<file path="src/hdl/alkd_pkg.sv">
// Shared types, constants and register codes for the ladder key decoder.
`default_nettype none
package alkd_pkg;

  // Sample width in use and song list limit
  localparam int AdcBits  = 12;
  localparam int MaxSongs = 16;

  localparam logic [11:0] SampleMask = 12'((64'd1 << AdcBits) - 64'd1);
  localparam logic [4:0]  SongLimit  = (MaxSongs < 16) ? 5'(MaxSongs) : 5'd16;

  // Reset values
  localparam logic [11:0] LowThrReset   = 12'd400;
  localparam logic [11:0] MidThrReset   = 12'd2800;
  localparam logic [7:0]  HoldReset     = 8'd25;
  localparam logic [6:0]  StepReset     = 7'd10;
  localparam logic [6:0]  FloorReset    = 7'd10;
  localparam logic [6:0]  CeilReset     = 7'd100;
  localparam logic [4:0]  SongTotReset  = 5'd3;
  localparam logic [3:0]  ConfirmReset  = 4'd2;
  localparam logic [6:0]  VolumeReset   = 7'd70;

  localparam logic [7:0]  HeldMax       = 8'hFF;
  localparam logic [3:0]  BootCountMax  = 4'hF;

  // Register map, word index
  typedef enum logic [2:0] {
    RegLowThr   = 3'd0,
    RegMidThr   = 3'd1,
    RegHold     = 3'd2,
    RegStep     = 3'd3,
    RegFloor    = 3'd4,
    RegCeil     = 3'd5,
    RegSongTot  = 3'd6,
    RegConfirm  = 3'd7
  } alkd_reg_e;

  // Latched ladder key codes
  typedef enum logic [1:0] {
    KeyNone = 2'd0,
    KeyLow  = 2'd1,
    KeyMid  = 2'd2
  } alkd_key_e;

  typedef struct packed {
    logic [11:0] low_thr;
    logic [11:0] mid_thr;
    logic [7:0]  hold_ticks;
    logic [6:0]  vol_step;
    logic [6:0]  vol_floor;
    logic [6:0]  vol_ceil;
    logic [4:0]  song_total;
    logic [3:0]  confirm;
  } alkd_cfg_t;

  typedef struct packed {
    logic [1:0] key_down;
    logic       song_changed;
    logic [3:0] song_index;
    logic       volume_changed;
    logic [6:0] volume_level;
    logic       playing;
  } alkd_res_t;

endpackage
`default_nettype wire

</file>
<file path="src/hdl/alkd_cfg_regs.sv">
// APB configuration register file for the ladder key decoder.
`default_nettype none
module alkd_cfg_regs
  import alkd_pkg::*;
(
  input  wire logic        clk_i,
  input  wire logic        rst_ni,
  input  wire logic        psel,
  input  wire logic        penable,
  input  wire logic        pwrite,
  input  wire logic [4:0]  paddr,
  input  wire logic [31:0] pwdata,
  output logic      [31:0] prdata,
  output logic             pready,
  output alkd_cfg_t        cfg_o
);

  alkd_cfg_t cfg_q;
  alkd_reg_e sel;
  logic      wr_en;

  assign pready = 1'b1;
  assign sel    = alkd_reg_e'(paddr[4:2]);
  assign wr_en  = psel & penable & pwrite;
  assign cfg_o  = cfg_q;

  // Write the addressed register in the access phase
  always_ff @(posedge clk_i or negedge rst_ni) begin
    if (!rst_ni) begin
      cfg_q.low_thr    <= LowThrReset;
      cfg_q.mid_thr    <= MidThrReset;
      cfg_q.hold_ticks <= HoldReset;
      cfg_q.vol_step   <= StepReset;
      cfg_q.vol_floor  <= FloorReset;
      cfg_q.vol_ceil   <= CeilReset;
      cfg_q.song_total <= SongTotReset;
      cfg_q.confirm    <= ConfirmReset;
    end else if (wr_en) begin
      case (sel)
        RegLowThr:  cfg_q.low_thr    <= pwdata[11:0];
        RegMidThr:  cfg_q.mid_thr    <= pwdata[11:0];
        RegHold:    cfg_q.hold_ticks <= pwdata[7:0];
        RegStep:    cfg_q.vol_step   <= pwdata[6:0];
        RegFloor:   cfg_q.vol_floor  <= pwdata[6:0];
        RegCeil:    cfg_q.vol_ceil   <= pwdata[6:0];
        RegSongTot: cfg_q.song_total <= pwdata[4:0];
        RegConfirm: cfg_q.confirm    <= pwdata[3:0];
        default: ;
      endcase
    end
  end

  // Read back the addressed register
  always_comb begin
    case (sel)
      RegLowThr:  prdata = {20'd0, cfg_q.low_thr};
      RegMidThr:  prdata = {20'd0, cfg_q.mid_thr};
      RegHold:    prdata = {24'd0, cfg_q.hold_ticks};
      RegStep:    prdata = {25'd0, cfg_q.vol_step};
      RegFloor:   prdata = {25'd0, cfg_q.vol_floor};
      RegCeil:    prdata = {25'd0, cfg_q.vol_ceil};
      RegSongTot: prdata = {27'd0, cfg_q.song_total};
      RegConfirm: prdata = {28'd0, cfg_q.confirm};
      default:    prdata = 32'd0;
    endcase
  end

endmodule
`default_nettype wire

</file>
<file path="src/hdl/alkd_core.sv">
// Decoder state and its one-tick update: ladder keys, volume, play and song.
`default_nettype none
module alkd_core
  import alkd_pkg::*;
(
  input  wire logic        clk_i,
  input  wire logic        rst_ni,
  input  wire logic        step_i,
  input  wire logic [11:0] sample_i,
  input  wire logic        boot_level_i,
  input  alkd_cfg_t        cfg_i,
  output alkd_res_t        res_o
);

  alkd_key_e  key_q, key_d, key_seen;
  logic [7:0] held_q, held_d, held_inc;
  logic       play_q, play_d;
  logic [6:0] vol_q, vol_d;
  logic [3:0] song_q, song_d;
  logic [3:0] boot_cnt_q, boot_cnt_d, boot_cnt_inc, need;
  logic       boot_acc_q, boot_acc_d;
  logic       vol_chg, song_chg;
  logic [11:0] sample;
  logic [4:0] total, song_nxt;
  logic [7:0] vol_dec, vol_inc;

  assign sample = sample_i & SampleMask;

  // Classify the sample; low key wins when thresholds cross
  always_comb begin
    if (sample < cfg_i.low_thr) begin
      key_seen = KeyLow;
    end else if (sample < cfg_i.mid_thr) begin
      key_seen = KeyMid;
    end else begin
      key_seen = KeyNone;
    end
  end

  // Effective song total, never zero
  always_comb begin
    total = (cfg_i.song_total > SongLimit) ? SongLimit : cfg_i.song_total;
    if (total == 5'd0) begin
      total = 5'd1;
    end
    song_nxt = {1'b0, song_q} + 5'd1;
    if (song_nxt >= total) begin
      song_nxt = 5'd0;
    end
  end

  assign held_inc     = (held_q == HeldMax) ? HeldMax : held_q + 8'd1;
  assign boot_cnt_inc = (boot_cnt_q == BootCountMax) ? BootCountMax : boot_cnt_q + 4'd1;
  assign need         = (cfg_i.confirm == 4'd0) ? 4'd1 : cfg_i.confirm;
  assign vol_dec      = {1'b0, vol_q} - {1'b0, cfg_i.vol_step};
  assign vol_inc      = {1'b0, vol_q} + {1'b0, cfg_i.vol_step};

  // Next state for one tick
  always_comb begin
    key_d      = key_q;
    held_d     = held_q;
    play_d     = play_q;
    vol_d      = vol_q;
    song_d     = song_q;
    boot_cnt_d = boot_cnt_q;
    boot_acc_d = boot_acc_q;
    vol_chg    = 1'b0;
    song_chg   = 1'b0;
    if (!boot_level_i) begin
      // Boot held: freeze the ladder, confirm the press once
      boot_cnt_d = boot_cnt_inc;
      if (!boot_acc_q && (boot_cnt_inc >= need)) begin
        song_d     = song_nxt[3:0];
        boot_acc_d = 1'b1;
        song_chg   = 1'b1;
      end
    end else begin
      boot_cnt_d = 4'd0;
      boot_acc_d = 1'b0;
      if (key_q == KeyNone) begin
        if (key_seen != KeyNone) begin
          key_d  = key_seen;
          held_d = 8'd0;
        end
      end else begin
        held_d = held_inc;
        if (key_seen == KeyNone) begin
          // Release: act on the latched key
          if (key_q == KeyMid) begin
            play_d = ~play_q;
          end else begin
            if (held_inc > cfg_i.hold_ticks) begin
              if (vol_dec[7] || (vol_dec[6:0] < cfg_i.vol_floor)) begin
                vol_d = cfg_i.vol_floor;
              end else begin
                vol_d = vol_dec[6:0];
              end
            end else begin
              if (vol_inc > {1'b0, cfg_i.vol_ceil}) begin
                vol_d = cfg_i.vol_ceil;
              end else begin
                vol_d = vol_inc[6:0];
              end
            end
            vol_chg = 1'b1;
          end
          key_d = KeyNone;
        end
      end
    end
  end

  // Hold state between ticks
  always_ff @(posedge clk_i or negedge rst_ni) begin
    if (!rst_ni) begin
      key_q      <= KeyNone;
      held_q     <= 8'd0;
      play_q     <= 1'b1;
      vol_q      <= VolumeReset;
      song_q     <= 4'd0;
      boot_cnt_q <= 4'd0;
      boot_acc_q <= 1'b0;
    end else if (step_i) begin
      key_q      <= key_d;
      held_q     <= held_d;
      play_q     <= play_d;
      vol_q      <= vol_d;
      song_q     <= song_d;
      boot_cnt_q <= boot_cnt_d;
      boot_acc_q <= boot_acc_d;
    end
  end

  // Result of this tick, from the updated state
  always_comb begin
    res_o.playing        = play_d;
    res_o.volume_level   = vol_d;
    res_o.volume_changed = vol_chg;
    res_o.song_index     = song_d;
    res_o.song_changed   = song_chg;
    res_o.key_down       = key_d;
  end

endmodule
`default_nettype wire

</file>
<file path="src/hdl/adc_ladder_key_decoder_unit.sv">
// A tick waits in the input register until the result register is free; its result is
// then written to the result register and offered on the master side from there.
// Throughput: one tick per cycle while the master takes results; the state update
// between the input and result registers is a single pass of compares and adds.
// The result register lets a new tick enter while a result waits to be taken.
// Reset (rst_ni low, asynchronous): registers return to their defaults, the
// key, volume, play and song state to its reset values, both stages empty.
`default_nettype none
module adc_ladder_key_decoder_unit
  import alkd_pkg::*;
(
  input  wire logic        clk_i,
  input  wire logic        rst_ni,
  // tdata: [11:0] adc_sample, [12] boot_level, [15:13] zero
  input  wire logic        s_axis_tvalid,
  output logic             s_axis_tready,
  input  wire logic [15:0] s_axis_tdata,
  // tdata: [0] playing, [7:1] volume_level, [8] volume_changed,
  //        [12:9] song_index, [13] song_changed, [15:14] key_down
  output logic             m_axis_tvalid,
  input  wire logic        m_axis_tready,
  output logic      [15:0] m_axis_tdata,
  input  wire logic        psel,
  input  wire logic        penable,
  input  wire logic        pwrite,
  input  wire logic [4:0]  paddr,
  input  wire logic [31:0] pwdata,
  output logic      [31:0] prdata,
  output logic             pready
);

  alkd_cfg_t   cfg;
  alkd_res_t   res;
  logic        in_vld_q;
  logic [11:0] sample_q;
  logic        boot_q;
  logic        out_vld_q;
  alkd_res_t   out_q;
  logic        advance;

  alkd_cfg_regs u_cfg (
    .clk_i   (clk_i),
    .rst_ni  (rst_ni),
    .psel    (psel),
    .penable (penable),
    .pwrite  (pwrite),
    .paddr   (paddr),
    .pwdata  (pwdata),
    .prdata  (prdata),
    .pready  (pready),
    .cfg_o   (cfg)
  );

  // Move a tick into the result register when that slot is free
  assign advance       = in_vld_q & (~out_vld_q | m_axis_tready);
  assign s_axis_tready = ~in_vld_q | advance;

  // Input register
  always_ff @(posedge clk_i or negedge rst_ni) begin
    if (!rst_ni) begin
      in_vld_q <= 1'b0;
    end else if (s_axis_tready) begin
      in_vld_q <= s_axis_tvalid;
    end
  end

  always_ff @(posedge clk_i) begin
    if (s_axis_tready && s_axis_tvalid) begin
      sample_q <= s_axis_tdata[11:0];
      boot_q   <= s_axis_tdata[12];
    end
  end

  alkd_core u_core (
    .clk_i        (clk_i),
    .rst_ni       (rst_ni),
    .step_i       (advance),
    .sample_i     (sample_q),
    .boot_level_i (boot_q),
    .cfg_i        (cfg),
    .res_o        (res)
  );

  // Result register
  always_ff @(posedge clk_i or negedge rst_ni) begin
    if (!rst_ni) begin
      out_vld_q <= 1'b0;
    end else if (advance) begin
      out_vld_q <= 1'b1;
    end else if (m_axis_tready) begin
      out_vld_q <= 1'b0;
    end
  end

  always_ff @(posedge clk_i) begin
    if (advance) begin
      out_q <= res;
    end
  end

  assign m_axis_tvalid = out_vld_q;
  assign m_axis_tdata  = out_q;

endmodule
`default_nettype wire

</file>
<file path="config.mk">
export PLATFORM = sky130hd
export DESIGN_NAME = adc_ladder_key_decoder_unit
export DESIGN_NICKNAME = d
export VERILOG_FILES = /design/src/hdl/alkd_pkg.sv /design/src/hdl/alkd_cfg_regs.sv /design/src/hdl/alkd_core.sv /design/src/hdl/adc_ladder_key_decoder_unit.sv
export SDC_FILE = /design/constraint.sdc
export NUM_CORES = 1
export LEC_CHECK = 0
export ABC_CLOCK_PERIOD_IN_PS = 3950
export BUFFER_PORTS_ARGS = -buffer_cell sky130_fd_sc_hd__buf_4
export CAP_MARGIN = 0
export CELL_PAD_IN_SITES_DETAIL_PLACEMENT = 1
export CELL_PAD_IN_SITES_GLOBAL_PLACEMENT = 2
export CORE_MARGIN = 1
export CORE_UTILIZATION = 37
export DETAILED_ROUTE_END_ITERATION = 10
export HOLD_SLACK_MARGIN = 0.06
export PLACE_DENSITY_LB_ADDON = 0.25
export SLEW_MARGIN = 15
export SYNTH_ARGS = -nofsm -noshare
export SYNTH_HDL_FRONTEND = slang
export SYNTH_SLANG_ARGS = --single-unit
export TNS_END_PERCENT = 10
</file>
<file path="constraint.sdc">
create_clock -name clk_i -period 3.95 [get_ports clk_i]
set_input_delay 0.5925 -clock clk_i [delete_from_list [all_inputs] [get_ports clk_i]]
set_output_delay 0.5925 -clock clk_i [all_outputs]
set_load 0.01 [all_outputs]
</file>
==> results of run 1 <==
-- cells in the final DEF, fill, tap and decap left out, types with 7 or more instances in the layout --
cell type,count
a21o_1,10
a21oi_1,45
a22o_1,8
and3_1,8
buf_4,83
clkbuf_16,17
conb_1,21
dfrtp_1,64
dfstp_2,26
edfxtp_1,29
ha_1,64
inv_1,65
mux2_1,10
mux2_2,30
mux2i_1,15
mux4_2,7
nand2_1,83
nand2b_1,11
nand3_1,13
nand4_1,7
nor2_1,39
nor2b_1,7
nor3_1,14
o21ai_0,57
o21ai_1,7
xnor2_1,10
-- report_power, final --
group	total, mW	leakage [nW]	internal, mW	switching, mW
logic	3.16	2.47	1.45	1.71
registers	1.85	1.35	1.62	0.236
clock network	1.60	0.281	0.992	0.611
-- cell families after synthesis --
logic type                 synth area share, %
and+or+nand+nor                          12.76
muxes                                    10.04
adders and majority gates                11.81
AOI/OAI and AO/OA                        15.34
DFF                                      41.58
xor gates and xnor gates                 1.603
buffers and inverters                    6.771
other                                  0.09817
-- routing by layer --
metal / wire length, um / up-vias / global-route usage [%]
met2: 11300 / 126 / 38.35
met4: 529 / 0 / 8.263
met3: 617 / 40 / 3.041
met5: 0 / - / 0
li1: - / 2859 / -
met1: 9396 / 3007 / 25.97
-- synthesized netlist by cell type (all sizes together) (3+ instances only) --
cell type / number / area share [%]
nand2: 84 / 4.2
ha: 69 / 11
inv: 66 / 3.2
o21ai: 66 / 4.4
dfrtp: 65 / 21
a21oi: 47 / 3.1
nor2: 41 / 2.0
mux2: 40 / 5.9
buf: 31 / 2.7
edfxtp: 29 / 11
dfstp: 26 / 8.9
mux2i: 16 / 2.1
nor3: 16 / 1.0
clkbuf: 15 / 0.74
nand3: 13 / 0.85
nand2b: 11 / 0.90
a21o: 10 / 0.98
xnor2: 10 / 1.1
and3: 9 / 0.74
a22o: 8 / 0.92
nor2b: 8 / 0.65
mux4: 7 / 2.1
nand4: 7 / 0.57
a211oi: 6 / 0.65
and2: 6 / 0.49
o31ai: 5 / 0.49
o211ai: 4 / 0.39
o221ai: 4 / 0.46
o22ai: 4 / 0.51
o32ai: 4 / 0.46
xor2: 4 / 0.46
a221oi: 3 / 0.34
nand3b: 3 / 0.29
or2: 3 / 0.25
-- timing repair --
item | 4_1_cts | 5_1_grt
buffers inserted | 0 | 1
gates resized for setup | 1 | 23
setup endpoints to repair | 6 | 12
pin swaps | 0 | 13
-- layout make-up --
type                    instances  area [um^2]
multi-input cells             556         4129
flip-flops and latches        120         3182
repair buffers                 85        654.4
clock buffers                  17        425.4
clock inverters                15        176.4
fillers                      2263        11080
inverters                      67        251.5
well taps                     270        337.8
-- stage by stage --
stage	setup WS [ns]	TNS [ns]	hold WS, ns	instances	util [%]
floorplan	0.3076	0	0.2969	789	-
global placement	0.09413	0	0.4685	1097	41.71
detailed placement	-0.04687	-0.09039	0.4867	1097	41.71
CTS	-0.02162	-0.03900	0.3355	1129	44.75
global route	-0.01519	-0.01519	0.3356	1130	45.25
finish	0.1420	0	0.3175	1130	45.25
-- worst max-delay path, stage by stage (launching register included) --
cell and delay [ns]:
dfstp_2 0.54, inv_2 0.07, ha_4 0.21, nor2b_2 0.16, o211ai_1 0.23, a21oi_2 0.11, or3_4 0.34, and2_4 0.17
ha_4 0.21, a21o_1 0.17, a221o_1 0.35, a31oi_4 0.28, buf_6 0.15, o21ai_0 0.09, o21ai_1 0.10, mux2i_1 0.10
mux2_2 0.27
-- registers in the layout, indices dropped and copies added, names as in the netlist, 2 cells and up --
name,flops
m_axis_tdata,16
sample_q,12
u_cfg.cfg_o,62
u_core.boot_cnt_q,4
u_core.held_q,8
u_core.key_q,2
u_core.song_q,4
u_core.vol_q,7
-- worst max-delay path by stage --
stage	cells after the start	slack, ns	endpoint	start
6_report	16	0.14	m_axis_tdata[2]	u_cfg.cfg_o[24]
3_5_place_dp	15	-0.05	m_axis_tdata[3]	u_cfg.cfg_o[24]
2_1_floorplan	15	0.31	m_axis_tdata[4]	u_cfg.cfg_o[24]
4_1_cts	15	-0.02	m_axis_tdata[6]	u_cfg.cfg_o[24]
5_1_grt	15	-0.02	m_axis_tdata[3]	u_cfg.cfg_o[24]
3_3_place_gp	15	0.09	m_axis_tdata[7]	u_cfg.cfg_o[24]
==> metrics.yaml, run 1 <==
outcome:
  status: "finished clean"
placed_design:
  gp_congestion: 0.8405
  dp_hpwl_um: 16560
  numPortBuffers: 64
  postPlaceCellArea_um2: 8441
clocking:
  cts_tree: "done"
  cts_root_buf: "clkbuf_16"
  clk_pin_slew_ns: 0.06
  clock_path_buffers: 2
  postCtsHoldBufs: 0
  cts-htree-levels: 4
  cts_buffers: 17
  clk_latency_ns: 0.42
  cts.sinks: 120
worst_setup_path:
  r2r_cells: 16
  cp.arrival_ns: 3.98
  r2r_slack_ns: 0.14
  reg2reg_from: "u_cfg.cfg_o[24]"
  start_kind: "register"
  path_max_fanout: 5
  critPathKind: "reg -> reg"
  worstSetupEndpointType: "register"
  crit-reg2reg-capture: "m_axis_tdata[2]"
  required_ns: 4.12
synth:
  yosysWarningCount: 0
  ys.flop_type: "dfrtp_1"
  ys_async_sr_fraction_pct: 75.83
  ys_types: 69
  syn-cell-area_um2: 7650
  synth-seq-cells: 120
  syn_inst: 770
  postSynthAreaPerCell_um2: 9.935
  synth_seq_area_share_pct: 41.58
  synth_edf_count: 29
drt:
  wl_per_cell_um: 19.33
  drt-total-wl_um: 21840
  vias: 6032
  ant_nets: 0
  drc: 0
  routed_via_density: 5.338
  first_pass_iters: 5
  initialDrtViolationCount: 166
global_route:
  grtUsageTotal_pct: 21.45
  grt_pass1_vias: 6695
  grt_pass1_wl_um: 35420
  grt_max_degree: 70
  grt_antenna_before_repair: 0
  overflow: 0
sta:
  slew_headroom_pct: 36.80
  worstMarginPinSlew_ns: 0.9481
  period_share_pct: 96.41
  finalClockSkew_ns: 0.009216
  max_freq_mhz: 262.6
  drv_slew: 0
  finalSetupViolations: 0
  hold_violations: 0
  period_minus_slack_ns: 3.808
floorplan:
  io_pins: 111
  dieArea_um2: 21250
  start_util_pct: 37.81
  rows: 52
  core_area_um2: 20230
  die_width_um: 145.8
  die_height_um: 145.8
power:
  power_mw: 6.618
  total_leakage_power_nw: 4.102
  power.density_nw_per_um2: 722.8
  ir_worst_vdd_mv: 0.3158
min_path:
  hp-class: "in -> async"
finish:
  n_antenna_cell: 0
  nets: 978
  synthToLayoutAreaGrowth_pct: 19.69
  final_layout_size_suffix_gt1_share_pct: 24.77
  fin_area_um2: 9156
job:
  maxCapViolCount: 0
Power figures use the tool's default switching activity.
==> inputs of run 2 (changes only) <==
PLACE_DENSITY = 0.92   (was unset)
PLACE_DENSITY_LB_ADDON = unset   (was 0.25)
==> run 2 against run 1 <==
Sequential power is essentially flat. Critical path depth down 1. Die area is the same. Setup slack worse by 0.023 ns. Final cell count unchanged. Non-clock buffer count did not move. Worst hold slack lost 0.064 ns. Global-route usage decreased by 0.76 points. Flip-flop and latch count stayed put. Total power fell by 0.76%. Core utilization decreased by 0.14 points. Clock-buffer cell count rose by 8. Critical path type unchanged. Largest cell class unchanged. Largest power group unchanged.
==> metrics.yaml, run 2 (synthesis results as in run 1) <==
outcome:
  status: "finished clean"
finish:
  seqCellArea_um2: 3182
  final_cell_mix: "nand2_1, buf_4, ha_1, inv_1, dfrtp_1"
  final_layout_size_suffix_gt1_share_pct: 23.37
  nets: 978
  largest_reg_flops: 62
  final.fill_count: 2276
  synthToLayoutAreaGrowth_pct: 19.32
  multi_input_area_um2: 4090
  n_antenna_cell: 0
  fin_cells: 1130
worst_setup_path:
  critPathKind: "reg -> reg"
  cp.arrival_ns: 3.99
  required_ns: 4.11
  start_kind: "register"
  worstSetupEndpointType: "register"
  reg2reg_from: "u_cfg.cfg_o[24]"
  startpoint: "u_cfg.cfg_o[24]"
  r2r_slack_ns: 0.12
  path_max_fanout: 5
sta:
  finalClockSkew_ns: 0.01320
  setup_ws_ns: 0.1186
  hold_violations: 0
  worstMarginPinSlew_ns: 0.8611
  finalSetupViolations: 0
  slew_headroom_pct: 42.38
  period_minus_slack_ns: 3.831
  drv_slew: 0
  max_freq_mhz: 261.0
  period_share_pct: 97.00
  rsz0062_at_grt: "yes"
global_route:
  overflow: 0
  grt_antenna_before_repair: 0
  grt_pass1_vias: 6383
  grt_max_degree: 62
  grtUsageTotal_pct: 20.69
  grt_pass1_wl_um: 34510
floorplan:
  io_pins: 111
  die_width_um: 145.8
  core_area_um2: 20230
  rows: 52
  die_height_um: 145.8
  start_util_pct: 37.81
  dieArea_um2: 21250
clocking:
  cts.sinks: 120
  clk_latency_ns: 0.42
  clk_pin_slew_ns: 0.06
  cts_tree: "done"
  clock_path_buffers: 2
  cts_root_buf: "clkbuf_16"
  cts_buffers: 17
  cts-htree-levels: 4
drt:
  ant_nets: 0
  first_pass_iters: 4
  wl_per_cell_um: 18.45
  vias: 6003
  initialDrtViolationCount: 254
  drc: 0
  drt-total-wl_um: 20850
  routed_via_density: 5.312
placed_design:
  dp_hpwl_um: 15360
  numPortBuffers: 64
  pre_cts_slack_ns: 0.03816
  post-place-cells: 1098
  gp_congestion: 0.8353
job:
  maxCapViolCount: 0
power:
  total_leakage_power_nw: 4.120
  ir_worst_vdd_mv: 0.3311
  power.density_nw_per_um2: 719.6
min_path:
  hp-class: "in -> async"
## run 2: changes by cell type in the layout (fill, tap and decap cells not counted), sizes merged
cell,delta
clkinvlp,-4
clkinv,-3
clkbuf,+8
inv,-1
## run 2: per-layer routing
layer | routed length (um) | track usage [%] | vias up
met1 | 9417 | 26.55 | 2999
met2 | 10360 | 34.95 | 113
li1 | - | - | 2860
met4 | 493 | 7.737 | 0
met5 | 0 | 0 | -
met3 | 584 | 3.417 | 31
## run 2: final cells by class
class                      instances  share of cell area, %
clock buffer                      25                  5.442
clock inverter                     7                  1.261
inverter                          67                  2.755
multi-input combinational        556                  44.81
sequential                       120                  34.86
tap                              270                  3.701
timing repair buffer              85                  7.169
## run 2: report_power, final
group | leakage (nW) | switching [mW] | total [mW] | internal, mW
Clock | 0.301 | 0.555 | 1.62 | 1.06
Sequential | 1.35 | 0.245 | 1.86 | 1.62
Combinational | 2.47 | 1.67 | 3.09 | 1.41
## run 2: stage by stage
step / area (um^2) / util [%] / power (mW) / hold WS [ns] / setup TNS, ns
6_report: 9128 / 45.11 / 6.568 / 0.2539 / 0
2_1_floorplan: 7721 / - / 3.810 / 0.2969 / 0
3_3_place_gp: 8448 / 41.75 / 4.668 / 0.4668 / 0
4_1_cts: 9060 / 44.77 / 6.478 / 0.2799 / 0
5_1_grt: 9128 / 45.11 / 7.028 / 0.2988 / -0.02147
3_5_place_dp: 8448 / 41.75 / 4.793 / 0.4777 / 0
## run 2: path summary, 6_finish.rpt
check	to	cells after the start
worst max-delay path	m_axis_tdata[4]	15
worst min-delay path	u_core.key_q[1]	1
worst max register to register	m_axis_tdata[4]	15
worst min register to register	u_core.play_q	1
max in group asynchronous	u_core.vol_q[1]	2
min in group clk_i	boot_q	1
## run 2: what timing repair did
item / 4_1_cts / 5_1_grt
setup endpoints to repair: 0 / 11
buffers inserted: 0 / 0
gates resized for setup: 0 / 15
hold buffers: 0 / 0
## run 2: critical path, stage by stage (launching register included)
cell and delay, ns:
dfstp_2 0.54, inv_2 0.06, ha_1 0.29, nor2b_1 0.14
o211ai_1 0.17, a21oi_1 0.10, or3_1 0.33, and2_1 0.21
ha_4 0.23, a21o_1 0.17, a221o_1 0.35, a31oi_4 0.28
nor2_4 0.09, mux2i_1 0.19, o221ai_2 0.12, mux2_2 0.30
==> inputs of run 3 (changes only) <==
ABC_CLOCK_PERIOD_IN_PS = 4500   (was 3950)
CORE_UTILIZATION = 39   (was 37)
PLACE_DENSITY = 0.94   (was 0.92)
SYNTH_HIERARCHICAL = 1   (was unset)
clock period = 4.5 ns   (was 3.95 ns; I/O delays follow)
==> run 3 against run 2 <==
Wire length rose by 7.8%. Worst hold slack better by 0.099 ns. Sequential share of layout area shrank 0.53 points. First-iteration DRC count grew 46%. Critical endpoint is now m_axis_tdata[2].
==> metrics.yaml, run 3 <==
global_route:
  overflow: 0
  grt_pass1_wl_um: 36190
  grt_max_degree: 62
  grtUsageTotal_pct: 21.95
  grt_pass1_vias: 6660
  grt_antenna_before_repair: 0
placed_design:
  dp_hpwl_um: 16300
  gp_congestion: 0.8328
  postPlaceCellArea_um2: 8707
  numPortBuffers: 64
drt:
  first_pass_iters: 5
  routed_via_density: 5.617
  initialDrtViolationCount: 370
  drc: 0
  drt-total-wl_um: 22490
  wl_per_cell_um: 20.15
  ant_nets: 0
  vias: 6269
worst_setup_path:
  endpoint: "m_axis_tdata[2]"
  path_max_fanout: 5
  critPathTopFamily: "compound AO/OA/AOI/OAI gates"
  r2r_cells: 13
  slowest_stage: "dfstp_2"
  crit_path_cell_trace: "inv_1 > ha_1 > nand2b_1 > a2111oi_4 > nor3_1 > xor2_1 > ha_1 > nand3_1 > nor2_1 > o21ai_0 > nor2_1 > a311oi_1 > o31ai_1"
  cp.depth: 13
  critPathMaxStageDelay_ns: 0.60
  worstSetupEndpointType: "register"
  crit-reg2reg-capture: "m_axis_tdata[2]"
  cp.arrival_ns: 4.28
  start_kind: "register"
  required_ns: 4.64
  startpoint: "u_cfg/cfg_o[24]"
  worst-path-buf-inv: 1
  r2r_slack_ns: 0.37
  critPathKind: "reg -> reg"
  reg2reg_from: "u_cfg/cfg_o[24]"
finish:
  n_antenna_cell: 0
  final_common_cell: "inv_1"
  final_layout_size_suffix_gt1_share_pct: 24.47
  final.fill_count: 2276
  final_cell_mix: "inv_1, buf_4, ha_1, dfrtp_1, nor2_1"
  utilization_pct: 45.64
  largest_reg_flops: 62
  nets: 964
  synthToLayoutAreaGrowth_pct: 14.40
  fin_area_um2: 9265
sta:
  whs_ns: 0.3527
  max_freq_mhz: 242.0
  slew_headroom_pct: 44.48
  period_share_pct: 91.83
  period_minus_slack_ns: 4.133
  worstMarginPinSlew_ns: 0.8328
  timing.setup.tns_ns: 0
  hold_violations: 0
  finalClockSkew_ns: 0.006949
  finalSetupViolations: 0
  rsz0062_at_grt: "no"
  drv_slew: 0
synth:
  synth_most_common_cell: "inv_1"
  synth_seq_area_share_pct: 39.27
  yosysWarningCount: 6
  synth_edf_count: 29
  postSynthAreaPerCell_um2: 10.48
  synth-seq-cells: 120
  syn-cell-area_um2: 8099
  ys.flop_type: "dfrtp_1"
  synthTopCellsByArea: "dfrtp_1, edfxtp_1, ha_1"
  ys_async_sr_fraction_pct: 75.83
  synth_top_area_share_pct: 20.08
  yosys-top-cells-count: "inv_1, ha_1, dfrtp_1, nor2_1, mux2_2"
  ys_types: 70
  yosysTopAreaCell: "dfrtp_1"
  syn_inst: 773
floorplan:
  dieArea_um2: 21350
  core_area_um2: 20300
  die_height_um: 146.1
  rows: 52
  io_pins: 111
  start_util_pct: 39.90
  die_width_um: 146.1
min_path:
  hp-class: "in -> async"
clocking:
  clock_path_buffers: 2
  cts_root_buf: "clkbuf_16"
  cts_buffers: 17
  cts-htree-levels: 4
  clk_pin_slew_ns: 0.06
  post_cts_resized: 0
  clk_latency_ns: 0.42
  cts.sinks: 120
  postCtsHoldBufs: 0
  cts_setup_buffers: 0
  cts_tree: "done"
power:
  power.density_nw_per_um2: 603.8
  power_mw: 5.594
  ir_worst_vdd_mv: 0.2773
  total_leakage_power_nw: 4.095
job:
  maxCapViolCount: 0
outcome:
  status: "finished clean"
-- run 3: cell types whose count changed after synthesis, sizes merged, moves of 10 or more --
cell	change
o22ai	+10
a21oi	-17
o31ai	+21
o21ai	-44
nor2	+11
nand2	-56
a31oi	+12
mux2	+22
buf	+11
-- run 3: cell type report --
class                           count  area [um^2]  area share, %
Clock inverter                     10        103.9          1.121
Clock buffer                       22        454.2          4.902
Sequential cell                   120         3181          34.33
Timing Repair Buffer               70        525.5          5.672
Inverter                           72        270.3          2.917
Tap cell                          270        337.8          3.646
Multi-Input combinational cell    552         4393          47.41
-- run 3: layer usage --
layer,up-vias,share of wire (%),global-route usage [%]
met2,161,49,37.15
li1,2927,-,-
met5,-,0,0
met3,31,4.0,3.750
met4,0,2.5,8.802
met1,3150,45,27.85
-- run 3: cell families (layout without fill, tap and decap cells) --
| group | after synthesis | count (layout) | share of synthesized area, % |
|---|---|---|---|
| buffers and inverters | 120 | 174 | 7.369 |
| adder cells (fa/ha/maj) | 71 | 71 | 11.15 |
| XOR/XNOR | 11 | 11 | 1.190 |
| flip-flops | 120 | 120 | 39.27 |
| other | 2 | 21 | 0.09273 |
| AO/OA/AOI/OAI | 191 | 191 | 16.96 |
| AND/OR/NAND/NOR | 173 | 173 | 11.56 |
| multiplexers | 85 | 85 | 12.41 |
-- run 3: power breakdown --
part | leakage (nW) | switching [mW] | total (mW) | internal [mW]
Sequential | 1.39 | 0.269 | 1.69 | 1.42
Clock | 0.271 | 0.503 | 1.32 | 0.822
Combinational | 2.44 | 1.53 | 2.58 | 1.05
Total | 4.09 | 2.30 | 5.59 | 3.29
-- run 3: worst min-delay path by stage --
| stage | slack (ns) | to | depth (start not counted) | start |
|---|---|---|---|---|
| 2_1_floorplan | 0.38 | in_vld_q | 0 | rst_ni |
| 3_3_place_gp | 0.47 | u_core/boot_acc_q | 1 | u_core/boot_acc_q |
| 3_5_place_dp | 0.48 | u_core/boot_acc_q | 1 | u_core/boot_acc_q |
| 4_1_cts | 0.37 | u_cfg/cfg_o[46] | 1 | rst_ni |
| 5_1_grt | 0.40 | u_cfg/cfg_o[46] | 1 | rst_ni |
| 6_report | 0.35 | u_cfg/cfg_o[46] | 1 | rst_ni |
-- run 3: stage by stage --
step | setup WS [ns] | instances
6_report | 0.3675 | 1116
5_1_grt | 0.1821 | 1116
4_1_cts | 0.4067 | 1116
3_5_place_dp | 0.4353 | 1084
3_3_place_gp | 0.5150 | 1084
2_1_floorplan | 1.010 | 792
